[config.mk]
export PLATFORM = sky130hd
export DESIGN_NAME = pixel_channel_extract_scale_top
export DESIGN_NICKNAME = d
export VERILOG_FILES = /design/src/pces_pkg.sv /design/src/pces_cfg.sv /design/src/pces_avg.sv /design/src/pces_scale.sv /design/src/pixel_channel_extract_scale_top.sv
export SDC_FILE = /design/constraint.sdc
export NUM_CORES = 2
export LEC_CHECK = 0
export ABC_AREA = 1
export BUFFER_PORTS_ARGS = -buffer_cell sky130_fd_sc_hd__clkbuf_2
export CORE_ASPECT_RATIO = 0.7
export CORE_MARGIN = 8
export CORE_UTILIZATION = 46
export CTS_BUF_LIST = sky130_fd_sc_hd__clkbuf_16
export DETAILED_ROUTE_END_ITERATION = 8
export PLACE_DENSITY_LB_ADDON = 0.1
export SLEW_MARGIN = 20
export SYNTH_ARGS = -nofsm -noshare
export SYNTH_HDL_FRONTEND = slang
export SYNTH_SLANG_ARGS = --single-unit
[constraint.sdc]
create_clock -name i_clk -period 17.23 [get_ports i_clk]
set_input_delay 0.8615 -clock i_clk [delete_from_list [all_inputs] [get_ports i_clk]]
set_output_delay 0.8615 -clock i_clk [all_outputs]
set_load 0.03 [all_outputs]
[src/pces_pkg.sv]
// shared types and constants for the pixel channel extract and scale block
package pces_pkg;

    localparam int MAX_CHANNELS = 4;
    localparam int CHAN_W       = 16;
    localparam int FRAC_BITS    = 16;
    localparam int CFG_DATA_W   = 24;
    localparam int SUM_W        = 18;

    localparam logic [2:0]        AVG_SELECT = 3'd4;
    localparam logic [2:0]        CNT_MAX    = 3'(MAX_CHANNELS);
    localparam logic [CHAN_W-1:0] FS_NARROW  = 16'd255;
    localparam logic [CHAN_W-1:0] FS_WIDE    = 16'd65535;

    // reciprocal of 3 with 21 fraction bits, exact for sums below 2**21
    localparam int          DIV3_SHIFT = 21;
    localparam logic [19:0] DIV3_MUL   = 20'd699051;

    typedef enum logic [2:0] {
        REG_SOURCE_CHANNELS = 3'd0,
        REG_TARGET_CHANNELS = 3'd1,
        REG_SOURCE_WIDE     = 3'd2,
        REG_TARGET_WIDE     = 3'd3,
        REG_SOURCE_SELECT   = 3'd4,
        REG_TARGET_SLOT     = 3'd5,
        REG_GAIN            = 3'd6,
        REG_BIAS            = 3'd7
    } t_reg_index;

    typedef logic [MAX_CHANNELS-1:0][CHAN_W-1:0] t_chan_vec;

    typedef struct packed {
        logic [CHAN_W-1:0] src_c0;
        logic [CHAN_W-1:0] src_c1;
        logic [CHAN_W-1:0] src_c2;
        logic [CHAN_W-1:0] src_c3;
        logic [CHAN_W-1:0] dst_c0;
        logic [CHAN_W-1:0] dst_c1;
        logic [CHAN_W-1:0] dst_c2;
        logic [CHAN_W-1:0] dst_c3;
    } t_in_beat;

    typedef struct packed {
        logic [CHAN_W-1:0] out_c0;
        logic [CHAN_W-1:0] out_c1;
        logic [CHAN_W-1:0] out_c2;
        logic [CHAN_W-1:0] out_c3;
        logic              status;
    } t_out_beat;

    typedef struct packed {
        logic [2:0]         source_channels;
        logic [2:0]         target_channels;
        logic               source_wide;
        logic               target_wide;
        logic [2:0]         source_select;
        logic [1:0]         target_slot;
        logic signed [23:0] gain;
        logic signed [17:0] bias;
    } t_cfg;

    // value picked or averaged, carried from the select half to the scale half
    typedef struct packed {
        logic [CHAN_W-1:0] v;
        logic              bad;
        t_chan_vec         dst;
    } t_mid;

endpackage

[src/pces_cfg.sv]
// configuration register file
module pces_cfg (
    input  logic                           i_clk,
    input  logic                           i_rst_n,
    input  logic                           i_cfg_valid,
    output logic                           o_cfg_ready,
    input  logic [2:0]                     i_cfg_index,
    input  logic [pces_pkg::CFG_DATA_W-1:0] i_cfg_data,
    output pces_pkg::t_cfg                 o_cfg
);

    pces_pkg::t_cfg r_cfg;

    always_ff @(posedge i_clk) begin
        if (!i_rst_n) begin
            r_cfg.source_channels <= 3'd4;
            r_cfg.target_channels <= 3'd4;
            r_cfg.source_wide     <= 1'b0;
            r_cfg.target_wide     <= 1'b0;
            r_cfg.source_select   <= 3'd0;
            r_cfg.target_slot     <= 2'd0;
            r_cfg.gain            <= 24'sd65536;
            r_cfg.bias            <= 18'sd0;
        end else if (i_cfg_valid) begin
            case (i_cfg_index)
                pces_pkg::REG_SOURCE_CHANNELS: r_cfg.source_channels <= i_cfg_data[2:0];
                pces_pkg::REG_TARGET_CHANNELS: r_cfg.target_channels <= i_cfg_data[2:0];
                pces_pkg::REG_SOURCE_WIDE:     r_cfg.source_wide     <= i_cfg_data[0];
                pces_pkg::REG_TARGET_WIDE:     r_cfg.target_wide     <= i_cfg_data[0];
                pces_pkg::REG_SOURCE_SELECT:   r_cfg.source_select   <= i_cfg_data[2:0];
                pces_pkg::REG_TARGET_SLOT:     r_cfg.target_slot     <= i_cfg_data[1:0];
                pces_pkg::REG_GAIN:            r_cfg.gain            <= i_cfg_data[23:0];
                pces_pkg::REG_BIAS:            r_cfg.bias            <= i_cfg_data[17:0];
                default: begin
                end
            endcase
        end
    end

    assign o_cfg_ready = 1'b1;
    assign o_cfg       = r_cfg;

endmodule

[src/pces_avg.sv]
// stages 1 and 2: config check, channel pick or sum, then divide by count
module pces_avg (
    input  logic               i_clk,
    input  logic               i_rst_n,
    input  pces_pkg::t_cfg     i_cfg,
    input  logic               i_valid,
    output logic               o_ready,
    input  pces_pkg::t_in_beat i_beat,
    output logic               o_valid,
    input  logic               i_ready,
    output pces_pkg::t_mid     o_mid
);

    pces_pkg::t_chan_vec src;
    pces_pkg::t_chan_vec dst;
    logic                       n1_bad;
    logic                       n1_avg;
    logic [pces_pkg::SUM_W-1:0] n1_sum;

    logic                       r1_valid;
    logic                       r1_bad;
    logic                       r1_avg;
    logic [2:0]                 r1_cnt;
    logic [pces_pkg::SUM_W-1:0] r1_sum;
    pces_pkg::t_chan_vec        r1_dst;
    logic                       s1_ready;

    logic [37:0]                n2_q3;
    logic [pces_pkg::CHAN_W-1:0] n2_v;
    logic                       r2_valid;
    pces_pkg::t_mid             r2_mid;

    always_comb begin
        logic [pces_pkg::CHAN_W-1:0] smask;
        smask = i_cfg.source_wide ? pces_pkg::FS_WIDE : pces_pkg::FS_NARROW;
        src[0] = i_beat.src_c0 & smask;
        src[1] = i_beat.src_c1 & smask;
        src[2] = i_beat.src_c2 & smask;
        src[3] = i_beat.src_c3 & smask;
        dst[0] = i_beat.dst_c0;
        dst[1] = i_beat.dst_c1;
        dst[2] = i_beat.dst_c2;
        dst[3] = i_beat.dst_c3;
    end

    always_comb begin
        n1_bad = 1'b0;
        if (i_cfg.source_wide && !i_cfg.target_wide) begin
            n1_bad = 1'b1;
        end
        if (i_cfg.source_channels == 3'd0 || i_cfg.source_channels > pces_pkg::CNT_MAX) begin
            n1_bad = 1'b1;
        end
        if (i_cfg.target_channels == 3'd0 || i_cfg.target_channels > pces_pkg::CNT_MAX) begin
            n1_bad = 1'b1;
        end
        if ({1'b0, i_cfg.target_slot} >= i_cfg.target_channels) begin
            n1_bad = 1'b1;
        end
        if (i_cfg.source_select > pces_pkg::AVG_SELECT) begin
            n1_bad = 1'b1;
        end
        if (i_cfg.source_select < pces_pkg::AVG_SELECT
            && i_cfg.source_select >= i_cfg.source_channels) begin
            n1_bad = 1'b1;
        end
    end

    always_comb begin
        n1_avg = (i_cfg.source_select == pces_pkg::AVG_SELECT);
        n1_sum = '0;
        if (n1_avg) begin
            for (int c = 0; c < pces_pkg::MAX_CHANNELS; c++) begin
                if (3'(c) < i_cfg.source_channels) begin
                    n1_sum = n1_sum + pces_pkg::SUM_W'(src[c]);
                end
            end
        end else begin
            n1_sum = pces_pkg::SUM_W'(src[i_cfg.source_select[1:0]]);
        end
    end

    assign s1_ready = !r2_valid || i_ready;
    assign o_ready  = !r1_valid || s1_ready;

    always_ff @(posedge i_clk) begin
        if (!i_rst_n) begin
            r1_valid <= 1'b0;
        end else if (o_ready) begin
            r1_valid <= i_valid;
        end
        if (o_ready && i_valid) begin
            r1_bad <= n1_bad;
            r1_avg <= n1_avg;
            r1_cnt <= i_cfg.source_channels;
            r1_sum <= n1_sum;
            r1_dst <= dst;
        end
    end

    // divide by the channel count: shifts, or a reciprocal multiply for three
    assign n2_q3 = {20'd0, r1_sum} * {18'd0, pces_pkg::DIV3_MUL};

    always_comb begin
        n2_v = r1_sum[15:0];
        if (r1_avg) begin
            case (r1_cnt)
                3'd2:    n2_v = r1_sum[16:1];
                3'd3:    n2_v = n2_q3[pces_pkg::DIV3_SHIFT +: pces_pkg::CHAN_W];
                3'd4:    n2_v = r1_sum[17:2];
                default: n2_v = r1_sum[15:0];
            endcase
        end
    end

    always_ff @(posedge i_clk) begin
        if (!i_rst_n) begin
            r2_valid <= 1'b0;
        end else if (s1_ready) begin
            r2_valid <= r1_valid;
        end
        if (s1_ready && r1_valid) begin
            r2_mid.v   <= n2_v;
            r2_mid.bad <= r1_bad;
            r2_mid.dst <= r1_dst;
        end
    end

    assign o_valid = r2_valid;
    assign o_mid   = r2_mid;

    a_avg_count: assert property (@(posedge i_clk) disable iff (!i_rst_n)
        r1_valid && !r1_bad && r1_avg |-> r1_cnt != 3'd0 && r1_cnt <= pces_pkg::CNT_MAX)
        else $error("average with a channel count out of range");

    a_narrow_value: assert property (@(posedge i_clk) disable iff (!i_rst_n)
        r2_valid && !r2_mid.bad && !i_cfg.source_wide |-> r2_mid.v[15:8] == 8'd0)
        else $error("narrow source produced a value above 255");

endmodule

[src/pces_scale.sv]
// stages 3 and 4: gain multiply and bias term, then sum, clamp and slot write
module pces_scale (
    input  logic                i_clk,
    input  logic                i_rst_n,
    input  pces_pkg::t_cfg      i_cfg,
    input  logic                i_valid,
    output logic                o_ready,
    input  pces_pkg::t_mid      i_mid,
    output logic                o_valid,
    input  logic                i_ready,
    output pces_pkg::t_out_beat o_beat
);

    logic signed [16:0] n3_vs;
    logic signed [40:0] n3_prod;
    logic signed [34:0] n3_bext;
    logic signed [34:0] n3_bterm;

    logic                r3_valid;
    logic signed [40:0]  r3_prod;
    logic signed [34:0]  r3_bterm;
    logic                r3_bad;
    pces_pkg::t_chan_vec r3_dst;
    logic                s3_ready;

    logic signed [41:0]          n4_sum;
    logic [25:0]                 n4_q;
    logic [pces_pkg::CHAN_W-1:0] n4_fs;
    logic [pces_pkg::CHAN_W-1:0] n4_r;
    pces_pkg::t_chan_vec         n4_res;

    logic                r4_valid;
    pces_pkg::t_chan_vec r4_res;
    logic                r4_status;

    assign n3_vs   = $signed({1'b0, i_mid.v});
    assign n3_prod = i_cfg.gain * n3_vs;
    assign n3_bext = {{17{i_cfg.bias[17]}}, i_cfg.bias};
    // bias times full scale as shift and subtract
    assign n3_bterm = i_cfg.source_wide ? (n3_bext <<< 16) - n3_bext
                                        : (n3_bext <<< 8) - n3_bext;

    assign s3_ready = !r4_valid || i_ready;
    assign o_ready  = !r3_valid || s3_ready;

    always_ff @(posedge i_clk) begin
        if (!i_rst_n) begin
            r3_valid <= 1'b0;
        end else if (o_ready) begin
            r3_valid <= i_valid;
        end
        if (o_ready && i_valid) begin
            r3_prod  <= n3_prod;
            r3_bterm <= n3_bterm;
            r3_bad   <= i_mid.bad;
            r3_dst   <= i_mid.dst;
        end
    end

    assign n4_sum = {r3_prod[40], r3_prod} + {{7{r3_bterm[34]}}, r3_bterm};
    assign n4_q   = n4_sum[41:pces_pkg::FRAC_BITS];
    assign n4_fs  = i_cfg.target_wide ? pces_pkg::FS_WIDE : pces_pkg::FS_NARROW;

    always_comb begin
        if (n4_sum <= 42'sd0) begin
            n4_r = '0;
        end else if (n4_q > {10'd0, n4_fs}) begin
            n4_r = n4_fs;
        end else begin
            n4_r = n4_q[15:0];
        end
        n4_res = r3_dst;
        if (!r3_bad) begin
            n4_res[i_cfg.target_slot] = n4_r;
        end
    end

    always_ff @(posedge i_clk) begin
        if (!i_rst_n) begin
            r4_valid <= 1'b0;
        end else if (s3_ready) begin
            r4_valid <= r3_valid;
        end
        if (s3_ready && r3_valid) begin
            r4_res    <= n4_res;
            r4_status <= r3_bad;
        end
    end

    assign o_valid       = r4_valid;
    assign o_beat.out_c0 = r4_res[0];
    assign o_beat.out_c1 = r4_res[1];
    assign o_beat.out_c2 = r4_res[2];
    assign o_beat.out_c3 = r4_res[3];
    assign o_beat.status = r4_status;

    a_narrow_clamp: assert property (@(posedge i_clk) disable iff (!i_rst_n)
        r4_valid && !r4_status && !i_cfg.target_wide
        |-> r4_res[i_cfg.target_slot][15:8] == 8'd0)
        else $error("narrow target written above 255");

    a_advance: assert property (@(posedge i_clk) disable iff (!i_rst_n)
        r3_valid && s3_ready |=> r4_valid)
        else $error("beat lost between scale stages");

    a_reset_empty: assert property (@(posedge i_clk)
        !i_rst_n |=> !r3_valid && !r4_valid)
        else $error("scale stages hold a beat after reset");

endmodule

[src/pixel_channel_extract_scale_top.sv]
// top level of the pixel channel extract and scale block
//
// Input channel: i_in_valid / o_in_ready carry one pixel per beat, the four
// source channels and the four existing target channels. Output channel:
// o_out_valid / i_out_ready carry the four result channels and a status bit
// (1 when the configuration is rejected and the target passes unchanged).
// Configuration: i_cfg_valid / o_cfg_ready with a register index and data;
// o_cfg_ready is always high. Write registers only while no beat is in flight.
//
// An accepted beat runs through select and check, divide by channel count,
// gain multiply, then sum and clamp to o_out_valid. One beat per cycle is
// sustained with i_out_ready high; the 24x17 gain multiply sets stage depth.
// Reset (synchronous, active low) empties all stages and loads the register
// defaults. When the receiver stalls, results stay held in the output stage
// and the stages behind it keep filling, so up to four beats are taken before
// o_in_ready drops; nothing is dropped or repeated.
module pixel_channel_extract_scale_top (
    input  logic                            i_clk,
    input  logic                            i_rst_n,
    input  logic                            i_in_valid,
    output logic                            o_in_ready,
    input  pces_pkg::t_in_beat              i_in_beat,
    output logic                            o_out_valid,
    input  logic                            i_out_ready,
    output pces_pkg::t_out_beat             o_out_beat,
    input  logic                            i_cfg_valid,
    output logic                            o_cfg_ready,
    input  logic [2:0]                      i_cfg_index,
    input  logic [pces_pkg::CFG_DATA_W-1:0] i_cfg_data
);

    pces_pkg::t_cfg cfg;
    pces_pkg::t_mid mid;
    logic           mid_valid;
    logic           mid_ready;

    pces_cfg u_cfg (
        .i_clk       (i_clk),
        .i_rst_n     (i_rst_n),
        .i_cfg_valid (i_cfg_valid),
        .o_cfg_ready (o_cfg_ready),
        .i_cfg_index (i_cfg_index),
        .i_cfg_data  (i_cfg_data),
        .o_cfg       (cfg)
    );

    pces_avg u_avg (
        .i_clk   (i_clk),
        .i_rst_n (i_rst_n),
        .i_cfg   (cfg),
        .i_valid (i_in_valid),
        .o_ready (o_in_ready),
        .i_beat  (i_in_beat),
        .o_valid (mid_valid),
        .i_ready (mid_ready),
        .o_mid   (mid)
    );

    pces_scale u_scale (
        .i_clk   (i_clk),
        .i_rst_n (i_rst_n),
        .i_cfg   (cfg),
        .i_valid (mid_valid),
        .o_ready (mid_ready),
        .i_mid   (mid),
        .o_valid (o_out_valid),
        .i_ready (i_out_ready),
        .o_beat  (o_out_beat)
    );

endmodule
==> metrics.txt <==
# TYPE chip_impl_metric gauge
chip_impl_metric{name="initial_utilization",unit=""} 0.465
chip_impl_metric{name="fin_util",unit=""} 0.506
chip_impl_metric{name="post_synth_edffs",unit=""} 374
chip_impl_info{name="cp-end-kind",value="flop"} 1
chip_impl_metric{name="report.power.total",unit="mW"} 5.42
chip_impl_metric{name="grt_antenna_before_repair",unit=""} 5
chip_impl_metric{name="port-buffer-count",unit=""} 226
chip_impl_metric{name="worst_path_buffer_plus_inverter_count",unit=""} 3
chip_impl_metric{name="clkLatencyLatePin",unit="ns"} 0.60
chip_impl_metric{name="finalWeightedCongestion",unit=""} 0.978
chip_impl_metric{name="fin_skew",unit="ns"} 0.0408
chip_impl_info{name="clock-root-buffer",value="sky130_fd_sc_hd__clkbuf_16"} 1
chip_impl_metric{name="cts_buffers",unit=""} 46
chip_impl_metric{name="timing.max_slew.rel_slack",unit=""} 0.255
chip_impl_metric{name="post_cts.repair.setup_buffers",unit=""} 0
chip_impl_metric{name="clock_sink_count",unit=""} 433
chip_impl_metric{name="pwr_density_cell",unit="mW/mm^2"} 114
chip_impl_metric{name="track_usage",unit=""} 0.257
chip_impl_metric{name="post-route-min-period",unit="ns"} 7.78
chip_impl_info{name="result_of_the_run",value="complete, no violations"} 1
chip_impl_metric{name="maxCapViolCount",unit=""} 0
chip_impl_metric{name="design.die.area",unit="mm^2"} 0.105
chip_impl_metric{name="final_antenna_net_count",unit=""} 0
chip_impl_metric{name="rows",unit=""} 94
chip_impl_metric{name="clockBufferDepth",unit=""} 3
chip_impl_metric{name="cts.repair.resized",unit=""} 0
chip_impl_metric{name="grt_pass1_vias",unit=""} 34300
chip_impl_metric{name="synthesis.nets",unit=""} 6262
chip_impl_metric{name="peak_clock_frequency_supported_by_timing",unit="MHz"} 129
chip_impl_metric{name="final.period_utilization",unit=""} 0.451
chip_impl_metric{name="postRouteWirelength",unit="um"} 135000
chip_impl_metric{name="sum_of_negative_setup_slack",unit="ns"} 0
chip_impl_metric{name="synthesis.yosys.warnings",unit=""} 0
chip_impl_info{name="timing.setup.critical_path_class",value="flop to flop"} 1
chip_impl_metric{name="fin_hold_ws",unit="ns"} 0.393
chip_impl_metric{name="global_route_overflow",unit=""} 0
chip_impl_metric{name="detail_route.first_pass.iterations",unit=""} 7
chip_impl_info{name="hold_path.class",value="flop to flop"} 1
chip_impl_metric{name="max_slew_vio_count",unit=""} 0
chip_impl_metric{name="critPathRequiredTime",unit="ns"} 17.60
chip_impl_info{name="rsz0062_at_grt",value="false"} 1
chip_impl_metric{name="worst-path-max-fanout",unit=""} 27
chip_impl_metric{name="via_density_per_instance",unit=""} 5.23
chip_impl_metric{name="synthesis.area_per_instance",unit="um^2"} 8.28
chip_impl_info{name="worst_path_max_delay_cell",value="sky130_fd_sc_hd__inv_1"} 1
chip_impl_metric{name="grt_first_pass_wirelength",unit="um"} 209000
chip_impl_metric{name="critical_path_arrival",unit="ns"} 8.15
chip_impl_metric{name="place_worst_setup_slack",unit="ns"} 9.55
chip_impl_metric{name="setup_slack_of_the_most_critical_reg_to_reg_path",unit="ns"} 9.45
chip_impl_metric{name="placeableCoreArea",unit="mm^2"} 0.0941
chip_impl_metric{name="layout_cell_share_with_drive_strength_beyond_1",unit=""} 0.0702
chip_impl_info{name="critPathTopFamily",value="compound AO/OA/AOI/OAI gates"} 1
chip_impl_info{name="tritoncts",value="built"} 1
chip_impl_metric{name="post-route-worst-setup-slack",unit="ns"} 9.45
chip_impl_info{name="synth-main-ff-cell",value="sky130_fd_sc_hd__edfxtp_1"} 1
chip_impl_metric{name="finalSetupViolations",unit=""} 0
chip_impl_metric{name="ios",unit=""} 228
chip_impl_metric{name="cts.hold.buffers_added",unit=""} 0
chip_impl_metric{name="asyncSetResetFlopFracSynth",unit=""} 0
chip_impl_metric{name="final_net_count",unit=""} 6431
chip_impl_metric{name="area_growth_from_synthesis_to_final_layout",unit="%"} 8.93
chip_impl_metric{name="cts_max_level",unit=""} 2
chip_impl_metric{name="drc",unit=""} 0
chip_impl_metric{name="worst_pin_slew",unit="ns"} 1.11
chip_impl_metric{name="dpl.hpwl",unit="um"} 110000
chip_impl_metric{name="netlist-cell-type-count",unit=""} 55
chip_impl_info{name="cp_common_cell",value="sky130_fd_sc_hd__nand2_1"} 1
chip_impl_metric{name="clkTransAtPathRegs",unit="ns"} 0.08
chip_impl_info{name="timing.critical_path.from_type",value="flop"} 1
chip_impl_metric{name="final_area",unit="mm^2"} 0.0476
chip_impl_metric{name="worst_path_largest_cell_delay",unit="ns"} 0.70
chip_impl_metric{name="drt_first_iter_violations",unit=""} 3454
chip_impl_metric{name="wl_per_cell",unit="um"} 20.1
chip_impl_metric{name="ys_seq_area_frac",unit=""} 0.284
chip_impl_metric{name="vias",unit=""} 35200
chip_impl_metric{name="final_hold_viol_count",unit=""} 0
chip_impl_metric{name="total_leakage_power",unit="nW"} 24.1
chip_impl_metric{name="synth_seq_cells",unit=""} 433
chip_impl_metric{name="floorplan.die.width",unit="um"} 385
chip_impl_metric{name="floorplan.die.height",unit="um"} 274
chip_impl_metric{name="dp_cells",unit=""} 6649
chip_impl_metric{name="synth_cells",unit=""} 5281
chip_impl_metric{name="vdd_ir_drop_max",unit="mV"} 0.190
chip_impl_metric{name="syn-cell-area",unit="mm^2"} 0.0437
chip_impl_metric{name="cell_count_final_fillers_out",unit=""} 6735
chip_impl_metric{name="place_area",unit="mm^2"} 0.0462
chip_impl_metric{name="grt_start_max_net_pins",unit=""} 77
-- per-layer routing --
metal,part of all wire,global-route usage,up-vias
met5,0.00020,0,-
met1,0.51,0.417,17000
met2,0.38,0.349,1275
met3,0.091,0.0516,141
met4,0.016,0.0448,4
li1,-,-,16800
-- cells in the final DEF, fill, tap and decap left out, types with 10 or more instances in the layout --
master                      Yosys  routed
sky130_fd_sc_hd__o21a_1        10      10
sky130_fd_sc_hd__a21o_1        16      16
sky130_fd_sc_hd__fa_1         477     477
sky130_fd_sc_hd__clkbuf_16      0      47
sky130_fd_sc_hd__o21ai_1       20      20
sky130_fd_sc_hd__ha_1         344     344
sky130_fd_sc_hd__a31oi_1       19      19
sky130_fd_sc_hd__clkinv_1       7      11
sky130_fd_sc_hd__xor2_1        61      61
sky130_fd_sc_hd__inv_1       1181    1191
sky130_fd_sc_hd__nand3_1      149     149
sky130_fd_sc_hd__or2_2         23      23
sky130_fd_sc_hd__o21bai_1      14      14
sky130_fd_sc_hd__edfxtp_1     374     374
sky130_fd_sc_hd__nand2_2       10      10
sky130_fd_sc_hd__xnor2_1       45      45
sky130_fd_sc_hd__a221oi_1      18      18
sky130_fd_sc_hd__nand4_1       27      27
sky130_fd_sc_hd__nand2_1     1152    1152
sky130_fd_sc_hd__a21oi_1      344     344
sky130_fd_sc_hd__a21boi_0      14      14
sky130_fd_sc_hd__o21ai_0      256     256
sky130_fd_sc_hd__o211ai_1      11      11
sky130_fd_sc_hd__buf_4          3      36
sky130_fd_sc_hd__clkbuf_2       0     226
sky130_fd_sc_hd__nor2_1       415     412
sky130_fd_sc_hd__dfxtp_1       59      58
sky130_fd_sc_hd__nor3_1        31      30
-- sequential cells by signal (all words and copies together), names as in the netlist --
register           count
u_scale.r3_dst        64
u_avg.r1_bad           1
u_scale.o_valid        1
u_avg.r1_avg           1
u_avg.r1_cnt           3
u_scale.o_beat        64
u_avg.r1_dst          64
u_avg.o_mid           81
u_scale.r3_bad         1
u_avg.o_valid          1
u_cfg.o_cfg           55
u_avg.r1_sum          18
u_avg.r1_valid         1
u_scale.r3_prod       41
u_scale.r4_status      1
u_scale.r3_valid       1
u_scale.r3_bterm      35
-- where the power goes --
group	total (mW)	switching, mW	internal (mW)	leakage [nW]
Sequential	1.27	0.0511	1.22	3.99
Combinational	3.18	2.09	1.09	19.3
Clock	0.964	0.433	0.531	0.763
Total	5.42	2.57	2.84	24.1
-- synth_stat cells (16+ instances only) --
library cell / number / area share
sky130_fd_sc_hd__clkbuf_1: 133 / 0.011
sky130_fd_sc_hd__nor3_1: 31 / 0.0035
sky130_fd_sc_hd__nand3_1: 149 / 0.017
sky130_fd_sc_hd__edfxtp_1: 374 / 0.26
sky130_fd_sc_hd__xor2_1: 61 / 0.012
sky130_fd_sc_hd__ha_1: 344 / 0.098
sky130_fd_sc_hd__nand2_1: 1152 / 0.099
sky130_fd_sc_hd__a21oi_1: 344 / 0.039
sky130_fd_sc_hd__a31oi_1: 19 / 0.0027
sky130_fd_sc_hd__inv_1: 1181 / 0.10
sky130_fd_sc_hd__nor2_1: 415 / 0.036
sky130_fd_sc_hd__fa_1: 477 / 0.22
sky130_fd_sc_hd__a221oi_1: 18 / 0.0036
sky130_fd_sc_hd__dfxtp_1: 59 / 0.027
sky130_fd_sc_hd__a21o_1: 16 / 0.0027
sky130_fd_sc_hd__xnor2_1: 45 / 0.0090
sky130_fd_sc_hd__or2_2: 23 / 0.0033
sky130_fd_sc_hd__o21ai_0: 256 / 0.029
sky130_fd_sc_hd__o21ai_1: 20 / 0.0023
sky130_fd_sc_hd__nand4_1: 27 / 0.0039
-- worst paths after layout --
path                                                endpoint  depth (start not counted)                    startpoint
worst min register to register  u_scale.r3_dst[52]$_DFFE_PP_                          0     u_avg.o_mid[52]$_DFFE_PP_
worst max register to register    u_avg.r1_sum[14]$_DFFE_PP_                         33  u_cfg.o_cfg[54]$_SDFFE_PN1P_
worst min-delay path            u_scale.r3_dst[52]$_DFFE_PP_                          0     u_avg.o_mid[52]$_DFFE_PP_
worst max-delay path              u_avg.r1_sum[14]$_DFFE_PP_                         33  u_cfg.o_cfg[54]$_SDFFE_PN1P_
-- cells by family (layout without fill, tap and decap cells) --
family,count (synthesis),count (layout),share of synthesized area
AOI/OAI and AO/OA,750,750,0.0936
other,1,2,0.0000857
buffers and inverters,1332,1537,0.115
DFF,433,433,0.284
muxes,5,5,0.00114
and+or+nand+nor,1833,1833,0.168
xor gates and xnor gates,106,106,0.0212
adders and majority gates,821,821,0.317
-- area by class of cell --
| type | count | area, um^2 |
|---|---|---|
| Fill cell | 9154 | 46500 |
| Multi-Input combinational cell | 3516 | 26300 |
| Sequential cell | 433 | 12400 |
| Inverter | 1189 | 4470 |
| Tap cell | 1248 | 1560 |
| Timing Repair Buffer | 264 | 1430 |
| Clock buffer | 47 | 1180 |
| Clock inverter | 37 | 269 |
| Antenna cell | 1 | 2.50 |
Note: power is estimated with default switching activity, not from simulation.
